<file path="src/bounded_integer_stack_macros.svh">
// Assertion macros shared by the bounded integer stack RTL.
// Included by bis_ctrl; depends on nothing else.
`ifndef BOUNDED_INTEGER_STACK_MACROS_SVH
`define BOUNDED_INTEGER_STACK_MACROS_SVH

// The consequent must hold in the same cycle as the antecedent.
`define BIS_ASSERT_SAME(label, clk, rst_n, ante, cons) \
  label: assert property (@(posedge clk) disable iff (!rst_n) (ante) |-> (cons)) \
    else $error("bounded_integer_stack: same-cycle check failed");

// The consequent must hold in the cycle after the antecedent.
`define BIS_ASSERT_NEXT(label, clk, rst_n, ante, cons) \
  label: assert property (@(posedge clk) disable iff (!rst_n) (ante) |=> (cons)) \
    else $error("bounded_integer_stack: next-cycle check failed");

`endif

</file>
<file path="src/bis_pkg.sv">
// Shared types and codes of the bounded integer stack.
// Used by bis_ctrl, bis_datapath and the bounded_integer_stack top level.
package bis_pkg;

  localparam logic [2:0] OP_PUSH   = 3'd0;
  localparam logic [2:0] OP_POP    = 3'd1;
  localparam logic [2:0] OP_PEEK   = 3'd2;
  localparam logic [2:0] OP_SEARCH = 3'd3;
  localparam logic [2:0] OP_READ   = 3'd4;
  localparam logic [2:0] OP_CLEAR  = 3'd5;

  localparam logic [2:0] ST_OK        = 3'd0;
  localparam logic [2:0] ST_FULL      = 3'd1;
  localparam logic [2:0] ST_EMPTY     = 3'd2;
  localparam logic [2:0] ST_NOT_FOUND = 3'd3;
  localparam logic [2:0] ST_RANGE     = 3'd4;

  typedef struct packed {
    logic [2:0]         operation;
    logic signed [31:0] value;
    logic [3:0]         index;
  } req_t;

  typedef struct packed {
    logic signed [31:0] result_value;
    logic [2:0]         status;
    logic [3:0]         position;
    logic [4:0]         entry_count;
    logic               is_empty;
    logic signed [31:0] min_value;
    logic signed [31:0] max_value;
  } rsp_t;

  // Commands from the controller to the datapath.
  typedef struct packed {
    logic load;
    logic exec;
    logic take_result;
    logic scan_issue;
  } ctl_cmd_t;

  // Status from the datapath to the controller.
  typedef struct packed {
    logic rd_needed;
    logic cnt_zero;
    logic scan_last;
  } dp_sts_t;

endpackage

</file>
<file path="src/bounded_integer_stack.sv">
// Top level of the bounded integer stack: controller plus datapath.
// Depends on bis_pkg, bis_ctrl and bis_datapath.
//
// Usage: drive in_req and raise start; the request is taken at a rising edge
// where start is high and busy is low. Each request is one operation: push,
// pop, peek, search, read at an index or clear. Exactly one response follows,
// shown on out_rsp for a single cycle while out_valid is high; the receiver
// cannot hold it off and must take it in that cycle.
// Every response carries the entry count, an empty flag and the minimum and
// maximum of the stored words, which the block rescans after each operation.
// After the accepting edge the controller executes the operation, then fetches
// the word read or prepares, then scans the stored words and drains the last
// read before out_valid rises; an empty stack skips the scan. busy drops the
// cycle after out_valid, so no new request is taken before then. The scan pace
// is set by the single read port of the entry memory, walked one word per cycle.
// Reset (rst_n low at a clock edge) empties the stack and returns the
// controller to idle; stored words are not cleared and are never read
// before being pushed again.
module bounded_integer_stack #(
  parameter int DEPTH      = 16,
  parameter int DATA_WIDTH = 32
) (
  input  logic           clk,
  input  logic           rst_n,
  input  logic           start,
  output logic           busy,
  input  bis_pkg::req_t  in_req,
  output logic           out_valid,
  output bis_pkg::rsp_t  out_rsp
);

  bis_pkg::ctl_cmd_t cmd;
  bis_pkg::dp_sts_t  sts;

  bis_ctrl u_ctrl (
    .clk       (clk),
    .rst_n     (rst_n),
    .start     (start),
    .busy      (busy),
    .out_valid (out_valid),
    .cmd       (cmd),
    .sts       (sts)
  );

  bis_datapath #(
    .DEPTH      (DEPTH),
    .DATA_WIDTH (DATA_WIDTH)
  ) u_datapath (
    .clk     (clk),
    .rst_n   (rst_n),
    .in_req  (in_req),
    .cmd     (cmd),
    .sts     (sts),
    .out_rsp (out_rsp)
  );

endmodule

</file>
<file path="src/bis_ctrl.sv">
// Controller state machine of the bounded integer stack.
// Depends on bis_pkg and bounded_integer_stack_macros.svh.
`include "bounded_integer_stack_macros.svh"

module bis_ctrl (
  input  logic               clk,
  input  logic               rst_n,
  input  logic               start,
  output logic               busy,
  output logic               out_valid,
  output bis_pkg::ctl_cmd_t  cmd,
  input  bis_pkg::dp_sts_t   sts
);

  localparam logic [2:0] S_IDLE  = 3'd0;
  localparam logic [2:0] S_EXEC  = 3'd1;
  localparam logic [2:0] S_FETCH = 3'd2;
  localparam logic [2:0] S_PREP  = 3'd3;
  localparam logic [2:0] S_SCAN  = 3'd4;
  localparam logic [2:0] S_DRAIN = 3'd5;
  localparam logic [2:0] S_DONE  = 3'd6;

  logic [2:0] state_r;
  logic [2:0] state_nxt;

  always_comb begin
    state_nxt = state_r;
    cmd       = '0;
    case (state_r)
      S_IDLE: begin
        cmd.load = start;
        if (start) begin
          state_nxt = S_EXEC;
        end
      end
      S_EXEC: begin
        cmd.exec  = 1'b1;
        state_nxt = sts.rd_needed ? S_FETCH : S_PREP;
      end
      S_FETCH: begin
        // The word read during execution is in the read register now.
        cmd.take_result = 1'b1;
        state_nxt       = sts.cnt_zero ? S_DONE : S_SCAN;
      end
      S_PREP: begin
        state_nxt = sts.cnt_zero ? S_DONE : S_SCAN;
      end
      S_SCAN: begin
        cmd.scan_issue = 1'b1;
        if (sts.scan_last) begin
          state_nxt = S_DRAIN;
        end
      end
      S_DRAIN: begin
        state_nxt = S_DONE;
      end
      S_DONE: begin
        state_nxt = S_IDLE;
      end
      default: begin
        state_nxt = S_IDLE;
      end
    endcase
  end

  always_ff @(posedge clk) begin
    if (!rst_n) begin
      state_r <= S_IDLE;
    end else begin
      state_r <= state_nxt;
    end
  end

  assign busy      = (state_r != S_IDLE);
  assign out_valid = (state_r == S_DONE);

  `BIS_ASSERT_NEXT(a_accept_busy, clk, rst_n, start && !busy, busy && state_r == S_EXEC)
  `BIS_ASSERT_SAME(a_scan_nonempty, clk, rst_n, state_r == S_SCAN, !sts.cnt_zero)
  `BIS_ASSERT_NEXT(a_done_one_cycle, clk, rst_n, out_valid, !out_valid && !busy)

endmodule

</file>
<file path="src/bis_datapath.sv">
// Datapath of the bounded integer stack: entry memory, count, scan unit.
// Depends on bis_pkg; driven by bis_ctrl through command and status structs.
module bis_datapath #(
  parameter int DEPTH      = 16,
  parameter int DATA_WIDTH = 32
) (
  input  logic              clk,
  input  logic              rst_n,
  input  bis_pkg::req_t     in_req,
  input  bis_pkg::ctl_cmd_t cmd,
  output bis_pkg::dp_sts_t  sts,
  output bis_pkg::rsp_t     out_rsp
);

  localparam int AW   = (DEPTH > 1) ? $clog2(DEPTH) : 1;
  localparam int CW   = $clog2(DEPTH + 1);
  localparam int CMPW = (CW > 4) ? CW : 4;

  logic [DATA_WIDTH-1:0] mem [DEPTH];

  logic [2:0]                   op_r, op_nxt;
  logic [DATA_WIDTH-1:0]        val_r, val_nxt;
  logic [3:0]                   idx_r, idx_nxt;
  logic [CW-1:0]                cnt_r, cnt_nxt;
  logic signed [DATA_WIDTH-1:0] result_r, result_nxt;
  logic [2:0]                   status_r, status_nxt;
  logic [3:0]                   pos_r, pos_nxt;
  logic                         found_r, found_nxt;
  logic                         have_r, have_nxt;
  logic signed [DATA_WIDTH-1:0] lo_r, lo_nxt;
  logic signed [DATA_WIDTH-1:0] hi_r, hi_nxt;
  logic [AW-1:0]                scan_r, scan_nxt;
  logic                         pend_r;
  logic [AW-1:0]                pend_idx_r;
  logic [DATA_WIDTH-1:0]        rdata_r;

  logic                         wr_en;
  logic [AW-1:0]                rd_addr;
  logic                         idx_ok;
  logic signed [DATA_WIDTH-1:0] rword;

  assign rword  = $signed(rdata_r);
  assign idx_ok = CMPW'(idx_r) < CMPW'(cnt_r);

  assign sts.rd_needed = (((op_r == bis_pkg::OP_POP) || (op_r == bis_pkg::OP_PEEK))
                          && (cnt_r != '0))
                         || ((op_r == bis_pkg::OP_READ) && idx_ok);
  assign sts.cnt_zero  = (cnt_r == '0);
  assign sts.scan_last = (scan_r == AW'(cnt_r - 1'b1));

  always_comb begin
    op_nxt     = op_r;
    val_nxt    = val_r;
    idx_nxt    = idx_r;
    cnt_nxt    = cnt_r;
    result_nxt = result_r;
    status_nxt = status_r;
    pos_nxt    = pos_r;
    found_nxt  = found_r;
    have_nxt   = have_r;
    lo_nxt     = lo_r;
    hi_nxt     = hi_r;
    scan_nxt   = scan_r;
    wr_en      = 1'b0;
    rd_addr    = scan_r;

    if (cmd.load) begin
      op_nxt  = in_req.operation;
      val_nxt = DATA_WIDTH'(in_req.value);
      idx_nxt = in_req.index;
    end

    if (cmd.exec) begin
      result_nxt = '0;
      status_nxt = bis_pkg::ST_OK;
      pos_nxt    = '0;
      found_nxt  = 1'b0;
      have_nxt   = 1'b0;
      scan_nxt   = '0;
      case (op_r)
        bis_pkg::OP_PUSH: begin
          if (cnt_r < CW'(DEPTH)) begin
            wr_en   = 1'b1;
            cnt_nxt = cnt_r + 1'b1;
          end else begin
            status_nxt = bis_pkg::ST_FULL;
          end
        end
        bis_pkg::OP_POP, bis_pkg::OP_PEEK: begin
          if (cnt_r == '0) begin
            status_nxt = bis_pkg::ST_EMPTY;
          end else begin
            rd_addr = AW'(cnt_r - 1'b1);
            if (op_r == bis_pkg::OP_POP) begin
              cnt_nxt = cnt_r - 1'b1;
            end
          end
        end
        bis_pkg::OP_SEARCH: begin
          status_nxt = bis_pkg::ST_NOT_FOUND;
        end
        bis_pkg::OP_READ: begin
          if (idx_ok) begin
            rd_addr = AW'(idx_r);
          end else begin
            status_nxt = bis_pkg::ST_RANGE;
          end
        end
        bis_pkg::OP_CLEAR: begin
          cnt_nxt = '0;
        end
        default: begin
        end
      endcase
    end

    if (cmd.take_result) begin
      result_nxt = rword;
    end

    if (cmd.scan_issue) begin
      scan_nxt = scan_r + 1'b1;
    end

    // Each word read by the scan arrives in the read register the cycle after its address.
    if (pend_r) begin
      if ((op_r == bis_pkg::OP_SEARCH) && !found_r && (rdata_r == val_r)) begin
        found_nxt  = 1'b1;
        pos_nxt    = 4'(pend_idx_r);
        status_nxt = bis_pkg::ST_OK;
      end
      if (!have_r) begin
        have_nxt = 1'b1;
        lo_nxt   = rword;
        hi_nxt   = rword;
      end else begin
        if (rword < lo_r) begin
          lo_nxt = rword;
        end
        if (rword > hi_r) begin
          hi_nxt = rword;
        end
      end
    end
  end

  always_ff @(posedge clk) begin
    if (wr_en) begin
      mem[cnt_r[AW-1:0]] <= val_r;
    end
    rdata_r <= mem[rd_addr];
  end

  always_ff @(posedge clk) begin
    op_r       <= op_nxt;
    val_r      <= val_nxt;
    idx_r      <= idx_nxt;
    result_r   <= result_nxt;
    status_r   <= status_nxt;
    pos_r      <= pos_nxt;
    lo_r       <= lo_nxt;
    hi_r       <= hi_nxt;
    scan_r     <= scan_nxt;
    pend_idx_r <= scan_r;
  end

  always_ff @(posedge clk) begin
    if (!rst_n) begin
      cnt_r   <= '0;
      pend_r  <= 1'b0;
      found_r <= 1'b0;
      have_r  <= 1'b0;
    end else begin
      cnt_r   <= cnt_nxt;
      pend_r  <= cmd.scan_issue;
      found_r <= found_nxt;
      have_r  <= have_nxt;
    end
  end

  assign out_rsp.result_value = 32'(result_r);
  assign out_rsp.status       = status_r;
  assign out_rsp.position     = pos_r;
  assign out_rsp.entry_count  = 5'(cnt_r);
  assign out_rsp.is_empty     = (cnt_r == '0);
  assign out_rsp.min_value    = have_r ? 32'(lo_r) : 32'sd0;
  assign out_rsp.max_value    = have_r ? 32'(hi_r) : 32'sd0;

endmodule

</file>
<file path="config.mk">
export PLATFORM = sky130hd
export DESIGN_NAME = bounded_integer_stack
export DESIGN_NICKNAME = d
export VERILOG_FILES = /design/src/bis_pkg.sv /design/src/bounded_integer_stack.sv /design/src/bis_ctrl.sv /design/src/bis_datapath.sv
export VERILOG_INCLUDE_DIRS = /design/src /design/src/src
export SDC_FILE = /design/constraint.sdc
export NUM_CORES = 1
export LEC_CHECK = 0
export BUFFER_PORTS_ARGS = -buffer_cell sky130_fd_sc_hd__buf_2
export CORE_UTILIZATION = 40
export CTS_BUF_LIST = sky130_fd_sc_hd__clkbuf_16
export CTS_CLUSTER_SIZE = 30
export DETAILED_ROUTE_END_ITERATION = 8
export GPL_TIMING_DRIVEN = 0
export MAX_ROUTING_LAYER = met4
export PLACE_DENSITY_LB_ADDON = 0.1
export SLEW_MARGIN = 20
export SYNTH_ARGS = -nofsm -noshare
export SYNTH_HDL_FRONTEND = slang
export SYNTH_SLANG_ARGS = --single-unit
</file>
<file path="constraint.sdc">
create_clock -name clk -period 10.95 [get_ports clk]
set_input_delay 1.095 -clock clk [delete_from_list [all_inputs] [get_ports clk]]
set_output_delay 1.095 -clock clk [all_outputs]
set_load 0.01 [all_outputs]
</file>
==> results of run 1 <==
==> worst paths after layout <==
check / from / to / slack (ns) / cells past startpoint
max reg2reg: u_datapath.cnt_r[2]$_SDFFE_PN0P_ / u_datapath.rdata_r[4]$_DFF_P_ / 6.24 / 15
min: u_datapath.pend_idx_r[0]$_DFF_P_ / u_datapath.pos_r[0]$_DFF_P_ / 0.42 / 2
max: u_datapath.cnt_r[2]$_SDFFE_PN0P_ / u_datapath.rdata_r[4]$_DFF_P_ / 6.24 / 15
min reg2reg: u_datapath.pend_idx_r[0]$_DFF_P_ / u_datapath.pos_r[0]$_DFF_P_ / 0.42 / 2
==> cells in the final DEF (no fill, tap or decap), drive strengths merged, types with 26 or more instances in the layout <==
cell type / synthesis / routed
clkbuf: 33 / 114
and2: 58 / 58
mux2i: 272 / 272
buf: 51 / 255
and3: 26 / 26
nor2: 97 / 97
xnor2: 33 / 33
edfxtp: 651 / 651
inv: 75 / 99
ha: 72 / 72
a21oi: 28 / 28
a211oi: 26 / 26
clkinv: 1 / 32
nor4: 28 / 28
nand2: 110 / 110
dfxtp: 54 / 54
o22ai: 32 / 32
==> kinds of logic after synthesis <==
group | after synthesis
flip-flops | 705
XOR/XNOR | 42
AO/OA/AOI/OAI | 202
adder cells (fa/ha/maj) | 72
multiplexers | 281
AND/OR/NAND/NOR | 394
buffers and inverters | 160
==> through the flow <==
stage	total power, mW	cell area, sq um	hold WS [ns]	utilization	setup slack [ns]
after detailed placement	5.23	31800	0.415	0.444	6.30
after floorplan	4.50	29000	0.401	-	5.58
after CTS	7.82	34400	0.428	0.480	6.28
after global routing	8.05	34400	0.445	0.480	5.93
final	7.74	34400	0.421	0.480	6.24
after global placement	5.20	30900	0.406	0.432	0.663
==> per-layer routing <==
layer	vias up	wire, um	track usage
li1	7644	-	-
met4	0	1940	0.0689
met5	-	0	-
met1	8284	35200	0.290
met3	109	4100	0.0332
met2	483	36300	0.339
==> report_power, final <==
group / total [mW] / switching [mW] / internal (mW) / leakage, nW
Clock: 2.58 / 1.08 / 1.49 / 1.31
Sequential: 3.53 / 0.319 / 3.21 / 6.34
Combinational: 1.63 / 0.984 / 0.644 / 5.36
Total: 7.74 / 2.39 / 5.35 / 13.0
==> state kept, by name (all words and copies together) (netlist names) <==
| register | cells |
|---|---|
| u_datapath.val_r | 32 |
| u_datapath.mem | 512 |
| u_datapath.hi_r | 32 |
| u_datapath.cnt_r | 5 |
| u_datapath.found_r | 1 |
| u_datapath.result_r | 32 |
| u_datapath.lo_r | 32 |
| u_datapath.idx_r | 4 |
| u_datapath.pos_r | 4 |
| u_datapath.pend_idx_r | 4 |
| u_datapath.pend_r | 1 |
| u_ctrl.state_r | 3 |
| u_datapath.scan_r | 4 |
| u_datapath.have_r | 1 |
| u_datapath.op_r | 3 |
| u_datapath.status_r | 3 |
| u_datapath.rdata_r | 32 |
==> worst reg2reg max path, stage by stage, from the launching register on <==
cell                       delay [ns]
sky130_fd_sc_hd__dfxtp_1         0.32
sky130_fd_sc_hd__buf_2           0.19
sky130_fd_sc_hd__buf_1           0.41
sky130_fd_sc_hd__inv_1           0.13
sky130_fd_sc_hd__ha_1            0.31
sky130_fd_sc_hd__o21a_1          0.11
sky130_fd_sc_hd__nor2_1          0.07
sky130_fd_sc_hd__o311a_1         0.34
sky130_fd_sc_hd__and2_1          0.17
sky130_fd_sc_hd__buf_2           0.16
sky130_fd_sc_hd__a221oi_4        0.68
sky130_fd_sc_hd__buf_4           0.38
sky130_fd_sc_hd__buf_4           0.30
sky130_fd_sc_hd__mux2i_1         0.27
sky130_fd_sc_hd__o22ai_1         0.15
sky130_fd_sc_hd__nor4_1          0.53
==> final cells by class <==
class | instances | area share
repair buffers | 204 | 0.0441
well taps | 950 | 0.0346
flip-flops and latches | 705 | 0.600
clock buffers | 81 | 0.0590
plain buffers | 84 | 0.0123
inverters | 76 | 0.00830
multi-input cells | 991 | 0.226
clock inverters | 66 | 0.0150
==> synth_stat cells (all sizes together) (3+ instances only) <==
| cell | count |
|---|---|
| a21oi | 28 |
| xnor2 | 33 |
| edfxtp | 651 |
| nand3 | 8 |
| inv | 75 |
| xor2 | 9 |
| nor4 | 28 |
| a211oi | 26 |
| nor2b | 5 |
| mux2 | 9 |
| mux2i | 272 |
| clkbuf | 33 |
| buf | 51 |
| nor3 | 21 |
| o211ai | 3 |
| o22ai | 32 |
| o21a | 8 |
| nand3b | 4 |
| o41ai | 3 |
| a32o | 7 |
| a22o | 21 |
| ha | 72 |
| o21ai | 18 |
| and2 | 58 |
| a21o | 19 |
| dfxtp | 54 |
| nand4 | 21 |
| nand2b | 5 |
| nand2 | 110 |
| nor2 | 97 |
| a31oi | 3 |
| and3 | 26 |
| a221oi | 7 |
==> metrics.csv, run 1 <==
stage;metric;value;unit
outcome;outcome;finished clean;
sta;headroom to the max-slew limit;0.203;
layout;number of diodes;0;
grt;global routing usage summed across all routing layers;0.217;
logic_synthesis;flip-flop and latch count after synthesis;705;
placed_design;placed cell count;3010;
logic_synthesis;sequential fraction of the synthesis area;0.712;
floorplanning;number of standard-cell rows in the floorplan;98;
grt;gr ovfl total;0;
sta;final setup TNS;0;ns
clocking;CTS Sinks;705;
logic_synthesis;share of synthesized flip-flops with an asynchronous set or reset;0;
sta;number of setup violations in the final report;0;
placed_design;final HPWL from detailed placement;55100;um
placed_design;RD Place Congestion;0.835;
routing;detailed-router iteration count before antenna repair;5;
logic_synthesis;count of distinct cell types in the synthesized netlist;74;
routing;routed wirelength normalized by instance count;24.5;um
floorplanning;DIE HEIGHT;271;um
logic_synthesis;cells after synthesis;1856;
logic_synthesis;compound-gate portion of the synthesized area;0.0517;
placed_design;number of buffers added on ports;152;
setup_path;cell class contributing the biggest share of worst-path delay;buffers and inverters;
clocking;clock root buffer master;sky130_fd_sc_hd__clkbuf_16;
routing;aggregate routed wire length;77500;um
logic_synthesis;Mapped Avg Cell Area;15.6;sq um
logic_synthesis;library cell with the largest summed area after synthesis;sky130_fd_sc_hd__edfxtp_1;
setup_path;crit start category;flop;
clocking;Hold Buf Count CTS;0;
layout;fill cell instance count of the final layout;6180;
logic_synthesis;post-synthesis instance area;29000;sq um
clocking;buffer levels on the longest clock path;3;
logic_synthesis;warning count from the yosys run;0;
clocking;clock transition at the registers of the reported paths;0.06;ns
layout;net total in the final layout;2255;
grt;maximum number of pins on one net before global-route repair;33;
layout;signed area change from the synthesized netlist to the final layout;18.6;%
flow_run;MaxCap Viol Count;0;
setup_path;cells along the critical path;buf_2, buf_1, inv_1, ha_1, o21a_1, nor2_1, o311a_1, and2_1, buf_2, a221oi_4, buf_4, buf_4, mux2i_1, o22ai_1, nor4_1;
clocking;clock latency at the later pin of the worst-skew pair;0.62;ns
routing;remaining routing DRC violations;0;
layout;multi-input logic area;7780;sq um
grt;wire length of the first global-routing pass;112000;um
layout;share of final-layout standard cells stronger than drive strength 1;0.191;
layout;Finished Layout Cells;3157;
setup_path;kind of capture point of the worst setup path;flop;
routing;initial detailed-routing violation count;1283;
sta;fin crit share;0.430;
clocking;total setup buffers inserted after CTS;0;
sta;pin slew with the least headroom to its limit;1.18;ns
logic_synthesis;simple-gate area share of the yosys netlist;0.0704;
logic_synthesis;Top FF cell, synth;sky130_fd_sc_hd__edfxtp_1;
floorplanning;Die X;271;um
setup_path;data arrival at the endpoint of the critical path;5.15;ns
pwr;Max rail drop VDD;0.142;mV
routing;Vias per Instance;5.23;
clocking;TritonCTS clock tree;done;
setup_path;CP Class;flop to flop;
setup_path;crit-path max cell delay;0.68;ns
floorplanning;I/O pin cnt;153;
sta;setup repair after global routing missed its margin;no;
grt;initial antenna violation count;0;
floorplanning;area of the core;71600;sq um
pwr;power density over cell area;225;nW/um^2
floorplanning;overall die area;73500;sq um
logic_synthesis;fraction of post-synthesis cell area in the top cell type by area;0.675;
sta;endpoints failing hold;0;
layout;register cell area after layout;20600;sq um
worst_hold_path;worst min-delay path category;flop to flop;
clocking;TritonCTS buffer count;79;
setup_path;CP required;11.39;ns
setup_path;top fanout value on the critical path;10;
pwr;Lkg Pwr;13.0;nW
sta;highest achievable clock rate;212;MHz
sta;post-route minimum period;4.71;ns
logic_synthesis;largest family of logic cells by synthesized area;multiplexers;
floorplanning;initial core utilization;0.405;
logic_synthesis;number of enable-type register cells in the synthesized netlist;651;
logic_synthesis;Adder-Cell Fraction of Synth Area;0.0311;
routing;antenna-violating nets left;0;
setup_path;slowest stage cell, crit path;sky130_fd_sc_hd__a221oi_4;
logic_synthesis;portion of netlist area occupied by mux cells;0.0975;
setup_path;sum of buffers and inverters on the critical path;6;
logic_synthesis;fraction of synthesized cell area in xor and xnor cells;0.0127;
logic_synthesis;cell types occupying the most area after synthesis;sky130_fd_sc_hd__edfxtp_1 (67%), sky130_fd_sc_hd__mux2i_1 (9.4%), sky130_fd_sc_hd__dfxtp_1 (3.7%);
sta;number of slew-limit violations in the final report;0;
routing;via count;16500;
clocking;maximum level of the CTS H-tree;3;
logic_synthesis;net count after synthesis;1970;
sta;Max Clock Skew;0.0170;ns
clocking;post-CTS resize count;0;
grt;number of global-route vias before repair;16700;
(Power assumes the default switching activity.)
==> run 2: changes to the inputs <==
==> constraint.sdc (replaced) <==
create_clock -name clk -period 3.8 [get_ports clk]
set_input_delay 0.38 -clock clk [delete_from_list [all_inputs] [get_ports clk]]
set_output_delay 0.38 -clock clk [all_outputs]
set_load 0.01 [all_outputs]
==> run 2 against run 1 <==
Global-route usage up 0.11 points. Sequential power rose to 2.9 times the previous value. Flip-flop and latch count unchanged. Combinational power rose to 3.0 times the previous value. Critical path type unchanged. Critical endpoint is now u_datapath.rdata_r[2]$_DFF_P_. Highest routed layer unchanged.
==> metrics.csv, run 2 (same netlist as run 1, synthesis figures left out) <==
stage;metric;value;unit;change
routing;remaining routing DRC violations;0;;unchanged
routing;antenna-violating nets left;0;;unchanged
floorplanning;area of the core;71600;sq um;unchanged
clocking;TritonCTS clock tree;done;;
floorplanning;Die X;271;um;unchanged
placed_design;RD Place Congestion;0.850;;+1.8%
sta;fin crit share;0.956;;+0.526
layout;max reg flops;512;;unchanged
sta;headroom to the max-slew limit;0.252;;+0.0496
pwr;Lkg Pwr;13.2;nW;+1.6%
routing;detailed-router iteration count before antenna repair;6;;+1
layout;number of diodes;0;;unchanged
sta;pin slew with the least headroom to its limit;1.12;ns;-0.0657 ns
layout;most common library cell in the layout ignoring fill and taps;sky130_fd_sc_hd__edfxtp_1;;
grt;initial antenna violation count;1;;+1
setup_path;FF-to-FF Start;u_datapath.cnt_r[2]$_SDFFE_PN0P_;;
setup_path;FF-to-FF End;u_datapath.rdata_r[2]$_DFF_P_;;
routing;aggregate routed wire length;77500;um;about the same
setup_path;flop-to-flop setup slack;0.17;ns;-6.07 ns
worst_hold_path;WHS Endpoint;u_datapath.op_r[1]$_DFFE_PP_;;
placed_design;final HPWL from detailed placement;54600;um;-0.89%
grt;gr ovfl total;0;;unchanged
grt;global routing usage summed across all routing layers;0.218;;+0.00115
setup_path;crit start category;flop;;
sta;number of setup violations in the final report;0;;unchanged
layout;share of final-layout standard cells stronger than drive strength 1;0.196;;+0.00504
floorplanning;number of standard-cell rows in the floorplan;98;;unchanged
setup_path;CP Class;flop to flop;;
sta;number of slew-limit violations in the final report;0;;unchanged
placed_design;placed cell count;2996;;-0.47%
layout;highest-count cells in the layout ignoring fill and taps;sky130_fd_sc_hd__edfxtp_1 (651), sky130_fd_sc_hd__mux2i_1 (271), sky130_fd_sc_hd__buf_2 (166), sky130_fd_sc_hd__nand2_1 (106), sky130_fd_sc_hd__inv_1 (92);;
sta;Max Clock Skew;0.0185;ns;+0.00146 ns
pwr;power density over cell area;638;nW/um^2;+180%
worst_hold_path;worst hold path stage count;3;;+1
routing;routed wirelength normalized by instance count;24.3;um;-0.85%
floorplanning;I/O pin cnt;153;;unchanged
sta;endpoints failing hold;0;;unchanged
layout;net total in the final layout;2292;;+1.6%
setup_path;CP required;4.27;ns;-7.12 ns
worst_hold_path;worst min-delay path category;primary input to flop;;
outcome;outcome;finished clean;;
placed_design;post-placement setup slack;-0.819;ns;-7.12 ns
setup_path;kind of capture point of the worst setup path;flop;;
setup_path;Reg2Reg Depth;14;;-1
floorplanning;initial core utilization;0.405;;unchanged
sta;setup repair after global routing missed its margin;no;;
sta;highest achievable clock rate;275;MHz;+30%
routing;via count;16600;;+0.39%
floorplanning;overall die area;73500;sq um;unchanged
pwr;Max rail drop VDD;0.287;mV;+100%
grt;maximum number of pins on one net before global-route repair;33;;unchanged
clocking;clock latency at the later pin of the worst-skew pair;0.61;ns;about the same
clocking;CTS Sinks;705;;unchanged
clocking;clock transition at the registers of the reported paths;0.06;ns;about the same
layout;signed area change from the synthesized netlist to the final layout;20.7;%;
sta;Worst Slack Setup Final;0.166;ns;-6.07 ns
grt;wire length of the first global-routing pass;113000;um;+0.98%
grt;number of global-route vias before repair;16900;;+1.5%
worst_hold_path;beginning of the worst hold path;start;;
clocking;buffer levels on the longest clock path;3;;unchanged
clocking;clock root buffer master;sky130_fd_sc_hd__clkbuf_16;;
placed_design;number of buffers added on ports;152;;unchanged
clocking;TritonCTS buffer count;77;;-2.5%
flow_run;MaxCap Viol Count;0;;unchanged
setup_path;data arrival at the endpoint of the critical path;4.11;ns;-1.04 ns
setup_path;top fanout value on the critical path;10;;unchanged
layout;Finished Layout Cells;3187;;+0.95%
routing;Vias per Instance;5.20;;-0.56%
floorplanning;DIE HEIGHT;271;um;unchanged
clocking;maximum level of the CTS H-tree;3;;unchanged
routing;initial detailed-routing violation count;1279;;-0.31%
sta;post-route minimum period;3.63;ns;-1.08 ns
run 2: changes by cell type in the layout (fill, tap and decap cells not counted), sizes merged:
cell,delta
bufinv,+1
clkbuf,+7
inv,-6
dlygate4sd3,+40
buf,-10
clkinv,+2
clkinvlp,-4
run 2: worst max path at each step:
stage | cells past startpoint | slack, ns | endpoint | startpoint
5_1_grt | 14 | 0.002 | u_datapath.rdata_r[11]$_DFF_P_ | u_datapath.cnt_r[2]$_SDFFE_PN0P_
4_1_cts | 14 | 0.005 | u_datapath.rdata_r[2]$_DFF_P_ | u_datapath.cnt_r[2]$_SDFFE_PN0P_
6_report | 14 | 0.17 | u_datapath.rdata_r[2]$_DFF_P_ | u_datapath.cnt_r[2]$_SDFFE_PN0P_
3_3_place_gp | 5 | -2.12 | u_datapath.mem[12][19]$_DFFE_PP_ | u_ctrl.state_r[0]$_SDFFE_PN0P_
2_1_floorplan | 9 | 0.28 | u_datapath.lo_r[0]$_DFFE_PP_ | u_datapath.rdata_r[9]$_DFF_P_
3_5_place_dp | 14 | -0.82 | u_datapath.rdata_r[25]$_DFF_P_ | u_datapath.cnt_r[2]$_SDFFE_PN0P_
run 2: area by class of cell:
| cell class | count | area, sq um |
|---|---|---|
| Multi-Input combinational cell | 991 | 7910 |
| Tap cell | 950 | 1190 |
| Clock inverter | 59 | 433 |
| Inverter | 76 | 289 |
| Buffer | 84 | 547 |
| Sequential cell | 705 | 20600 |
| Fill cell | 6180 | 36600 |
| Clock buffer | 79 | 1980 |
| Timing Repair Buffer | 243 | 1990 |
run 2: stage by stage:
step                      area, sq um  hold slack, ns  setup TNS [ns]   util  power [mW]
after floorplan                 29000           0.401               0      -        13.0
after global placement          31000           0.410        -1100.27  0.432        15.0
after CTS                       34700           0.253               0  0.485        22.4
final                           35000           0.302               0  0.488        22.3
after global routing            35000           0.271               0  0.488        23.3
after detailed placement        31800           0.418          -22.91  0.444        15.1
run 2: critical path, stage by stage (launching register included):
cell	delay [ns]
sky130_fd_sc_hd__dfxtp_1	0.34
sky130_fd_sc_hd__buf_2	0.22
sky130_fd_sc_hd__buf_6	0.21
sky130_fd_sc_hd__inv_1	0.07
sky130_fd_sc_hd__ha_1	0.28
sky130_fd_sc_hd__o21a_1	0.12
sky130_fd_sc_hd__nor2_2	0.05
sky130_fd_sc_hd__o311a_1	0.35
sky130_fd_sc_hd__and2_1	0.18
sky130_fd_sc_hd__buf_2	0.17
sky130_fd_sc_hd__a221o_2	0.47
sky130_fd_sc_hd__nor3_2	0.34
sky130_fd_sc_hd__buf_2	0.41
sky130_fd_sc_hd__a22o_1	0.22
sky130_fd_sc_hd__nor4_1	0.06
run 2: power breakdown:
group | leakage [nW] | total, mW | switching, mW | internal [mW]
sequential | 6.34 | 10.2 | 0.952 | 9.26
combinational | 5.62 | 4.91 | 2.86 | 2.04
clock | 1.26 | 7.19 | 2.97 | 4.22
run 2: what timing repair did:
item / 4_1_cts / 5_1_grt
endpoints found under the hold margin: 40 / 0
pin swaps: 3 / 3
buffers inserted: 4 / 9
resized for setup: 28 / 50
cloned: 0 / 0
hold buffers: 40 / 0
endpoints found under the setup margin: 45 / 138
run 2: layer usage:
layer	routed length, um	vias to the layer above	share of wire	track usage
met2	37400	397	0.48	0.354
li1	-	7707	-	-
met1	35100	8386	0.45	0.286
met3	3370	94	0.043	0.0298
met4	1720	0	0.022	0.0611
met5	0	-	0	-
